<file path="config.mk">
export PLATFORM = sky130hd
export DESIGN_NAME = qnorm_sumsq
export DESIGN_NICKNAME = d
export VERILOG_FILES = /design/src/sv/qnorm_pkg.sv /design/src/sv/qnorm_sumsq.sv
export SDC_FILE = /design/constraint.sdc
export NUM_CORES = 2
export LEC_CHECK = 0
export ABC_CLOCK_PERIOD_IN_PS = 9300
export BUFFER_PORTS_ARGS = -buffer_cell sky130_fd_sc_hd__buf_2
export CAP_MARGIN = 25
export CORE_MARGIN = 3
export CORE_UTILIZATION = 25
export CTS_CLUSTER_DIAMETER = 60
export DETAILED_ROUTE_END_ITERATION = 10
export PLACE_DENSITY = 0.5
export SKIP_CTS_REPAIR_TIMING = 1
export SYNTH_ARGS = -nofsm -noshare
export SYNTH_HDL_FRONTEND = slang
export SYNTH_SLANG_ARGS = --single-unit
export TNS_END_PERCENT = 1
</file>
<file path="constraint.sdc">
create_clock -name clk -period 9.3 [get_ports clk]
set_input_delay 1.86 -clock clk [delete_from_list [all_inputs] [get_ports clk]]
set_output_delay 1.86 -clock clk [all_outputs]
set_load 0.005 [all_outputs]
</file>
<file path="src/sv/qnorm_pkg.sv">
// Shared types and constants for the quaternion normalizer.
`timescale 1ns / 1ps
package qnorm_pkg;

	// Number of quaternion components.
	localparam int NCOMP = 4;
	// Unit length in Q1.14.
	localparam logic [14:0] UNIT_ONE = 15'd16384;
	// Width of the radicand s * 256 and of the square-root datapath.
	localparam int RAD_W = 42;
	// Width of the root r.
	localparam int ROOT_W = 21;
	// Number of quotient bits produced by the divider.
	localparam int QUO_W = 15;
	// Width of the divider remainder.
	localparam int REM_W = ROOT_W + QUO_W - 1;

	// Per-item sideband that travels beside the root computation.
	typedef struct packed {
		logic [NCOMP-1:0][15:0] mag;
		logic [NCOMP-1:0]       neg;
		logic                   zero;
	} side_t;

endpackage

</file>
<file path="src/sv/qnorm_sumsq.sv">
// Two-stage sum of squares with magnitude and sign extraction.
`timescale 1ns / 1ps
`default_nettype none
module qnorm_sumsq (
	input  wire logic                                 clk,
	input  wire logic                                 arst_n,
	input  wire logic                                 in_valid,
	input  wire logic [qnorm_pkg::NCOMP-1:0][15:0]    comp,
	output logic                                      out_valid,
	output logic [qnorm_pkg::RAD_W-1:0]               radicand,
	output qnorm_pkg::side_t                          side
);
	import qnorm_pkg::*;

	logic                       valid_s1;
	logic [NCOMP-1:0][30:0]     sq_s1;
	side_t                      side_s1;
	logic                       valid_s2;
	logic [RAD_W-1:0]           rad_s2;
	side_t                      side_s2;
	logic [NCOMP-1:0][15:0]     mag;
	logic [32:0]                sum;

	// Magnitudes of the signed inputs; -32768 maps to 32768.
	always_comb begin
		for (int i = 0; i < NCOMP; i++) begin
			mag[i] = comp[i][15] ? (16'd0 - comp[i]) : comp[i];
		end
	end

	// Stage 1 squares each magnitude.
	always_ff @(posedge clk or negedge arst_n) begin
		if (!arst_n) begin
			valid_s1 <= 1'b0;
		end else begin
			valid_s1 <= in_valid;
		end
	end

	always_ff @(posedge clk) begin
		for (int i = 0; i < NCOMP; i++) begin
			sq_s1[i]       <= {15'd0, mag[i]} * {15'd0, mag[i]};
			side_s1.mag[i] <= mag[i];
			side_s1.neg[i] <= comp[i][15];
		end
		side_s1.zero <= (comp == '0);
	end

	// Stage 2 adds the squares and scales the sum by 256.
	assign sum = 33'(sq_s1[0]) + 33'(sq_s1[1]) + 33'(sq_s1[2]) + 33'(sq_s1[3]);

	always_ff @(posedge clk or negedge arst_n) begin
		if (!arst_n) begin
			valid_s2 <= 1'b0;
		end else begin
			valid_s2 <= valid_s1;
		end
	end

	always_ff @(posedge clk) begin
		rad_s2  <= {1'b0, sum, 8'd0};
		side_s2 <= side_s1;
	end

	assign out_valid = valid_s2;
	assign radicand  = rad_s2;
	assign side      = side_s2;
endmodule
`default_nettype wire

</file>
==> impl_metrics.py <==
metrics = {
    "floorplanning": {
        "num_rows": 141,
        "die_area_mm2": 0.154,
        "die_w_um": 393,
        "start_util_pct": 25.2,
        "core_area_mm2": 0.148,
        "io_pins": 179,
        "die_y_um": 393,
    },
    "global_route": {
        "antenna_found_initial": 11,
        "grt_max_degree": 19,
        "overflow": 0,
        "grt_pass1_wl_mm": 161,
        "grtUsageTotal_pct": 13.4,
        "grt_pass1_vias": 29000,
    },
    "cts": {
        "clock_sinks": 289,
        "cts_buffer_depth": 3,
        "clockRootBuffer": "clkbuf_16",
        "cts_buffers": 47,
        "cts_max_level": 2,
        "cts_tree": "yes",
        "clk_pin_slew_ps": 60,
        "clock_latency_ps": 610,
    },
    "synth": {
        "yosys.area.top_type": "fa_1",
        "synth_top_area_share_pct": 38.3,
        "ys_ff_latch": 289,
        "synth.distinct_cells": 72,
        "netlist_area_mm2": 0.0373,
        "synth-seq-area-share_pct": 15.5,
        "synth_edf_count": 0,
        "postSynthCellCount": 3926,
        "synth.area.top_cells": "fa_1, dfxtp_1, ha_1",
        "yosys_most_used_dff": "dfxtp_1",
        "yosys-top-cells-count": "inv_1, fa_1, ha_1, nand2_1, dfxtp_1",
        "async_flop_share_pct": 0.692,
        "yosysMostFrequentCell": "inv_1",
        "avgSynthCellArea_um2": 9.51,
        "ys_warn_count": 0,
    },
    "timing": {
        "min_period_over_period_pct": 94.2,
        "slew_headroom_pct": 42.9,
        "post-route-min-period_ps": 8760,
        "fin_skew_ps": 21.1,
        "rsz0062_at_grt": "false",
        "hold_viol_final": 0,
        "tightest_slew_ps": 851,
        "timing.fmax_mhz": 114,
        "slew_violations": 0,
        "tns_ps": 0,
        "setup_viol": 0,
    },
    "run": {
        "max_cap_viol_count": 0,
    },
    "routing": {
        "ant_nets": 0,
        "route.detailed.wl_per_inst_um": 15.9,
        "first_pass_iters": 5,
        "wl_mm": 99.9,
        "vias": 26400,
        "drt_iter0_drc": 1030,
        "post-route-drc-count": 0,
        "vias_per_cell": 4.20,
    },
    "setup_path": {
        "startpoint": "comp[0]",
        "cpMaxStageDelayCell": "or4b_2",
        "end_kind": "flip-flop",
        "cp_max_fo": 5,
        "slowest_delay_ps": 680,
        "crit_arrival_ps": 9200,
        "required_ps": 9740,
        "critical_path_class": "in2reg",
        "cp_common_cell": "inv_1",
        "r2r-start": "sq_s1[33]",
        "crit_path_start_kind": "primary input",
    },
    "layout": {
        "nNetsFinal": 5521,
        "num-fill-cells": 15600,
        "drive_above_1_share_pct": 11.1,
        "ff_latch_area_mm2": 0.00580,
        "multi_input_area_mm2": 0.0277,
        "area_growth_pct": 16.7,
        "finalInstanceArea_mm2": 0.0436,
    },
    "placed_design": {
        "dpl_cell_area_mm2": 0.0420,
        "gp_congestion": 0.859,
        "place_hpwl_mm": 86.9,
        "portBuffers": 169,
    },
    "status": {
        "outcome": "completed",
    },
    "hold_path": {
        "hp-start": "side_s1[15]",
        "min_path_type": "reg2reg",
    },
}
## final timing paths
| kind | end | depth (start not counted) | slack [ps] |
|---|---|---|---|
| setup / recovery | sq_s1[18] | 30 | 540 |
| hold / removal | side[15] | 0 | 320 |
| setup reg to reg | radicand[38] | 13 | 4730 |
| hold reg to reg | side[15] | 0 | 320 |
| max in group asynchronous | out_valid | 1 | 8170 |
| min in group asynchronous | valid_s1 | 1 | 1030 |
## per-layer routing
layer / global-route usage [%] / part of all wire (%)
met5: 0 / 0
met4: 3.40 / 2.6
met3: 2.90 / 6.3
met2: 21.7 / 46
met1: 18.2 / 45
## critical path, delay by kind of cell
kind / cells / cell delay (ps)
buffers and inverters: 9 / 900
XOR/XNOR: 1 / 250
AO/OA/AOI/OAI: 7 / 1620
adder cells (fa/ha/maj): 8 / 3120
AND/OR/NAND/NOR: 5 / 1440
## placed cells by master, fill, tap and decap left out, types with 8 or more instances in the layout
cell	count
inv_1	954
fa_1	714
ha_1	411
nand2_1	375
dfxtp_1	287
nor2_1	265
buf_4	206
buf_2	169
xnor2_1	123
a21oi_1	117
o21ai_0	78
xor2_1	73
conb_1	57
a21o_1	56
clkbuf_16	49
nor3_1	48
nand3_1	28
o21a_1	27
nand2b_1	21
a211oi_1	21
o21bai_1	20
clkinv_1	18
nor2b_1	16
nand4_1	15
and3_1	14
o211ai_1	12
o31ai_1	10
o41ai_1	9
or4_1	9
nor4_1	9
or2_2	9
a31oi_1	9
inv_8	9
or3_1	8
and2_1	8
## state kept, by name (all words and copies together), names as in the netlist
name	cells
sq_s1	116
radicand	33
side	69
valid_s1	1
out_valid	1
side_s1	69
## final cells by class
cell class | count | share of cell area (%)
Clock buffer | 52 | 2.84
Timing Repair Buffer | 375 | 5.49
Sequential cell | 289 | 13.3
Antenna cell | 2 | 0.0115
Multi-Input combinational cell | 2638 | 63.6
Clock inverter | 30 | 0.758
Inverter | 978 | 8.43
Tap cell | 1930 | 5.54
## logic make-up after synthesis
family | share of synthesized area [%]
fa+ha+maj | 52.0
buf+inv | 10.7
simple gates | 9.73
compound gates | 7.21
flops | 15.5
xor+xnor | 4.74
other cells | 0.0201
## metrics by stage
step / utilization [%] / hold slack (ps) / setup WS [ps] / instances
after detailed placement: 28.4 / 312 / -35.2 / 6209
after global placement: 28.4 / 310 / -41.4 / 6209
after CTS: 29.4 / 319 / 604 / 6291
after global routing: 29.5 / 329 / 14.8 / 6292
after floorplan: - / 310 / 59.4 / 3981
final: 29.5 / 320 / 544 / 6294
Power is not shown: default switching activity piles up to over one toggle a cycle in this logic, so the estimate is an artifact.
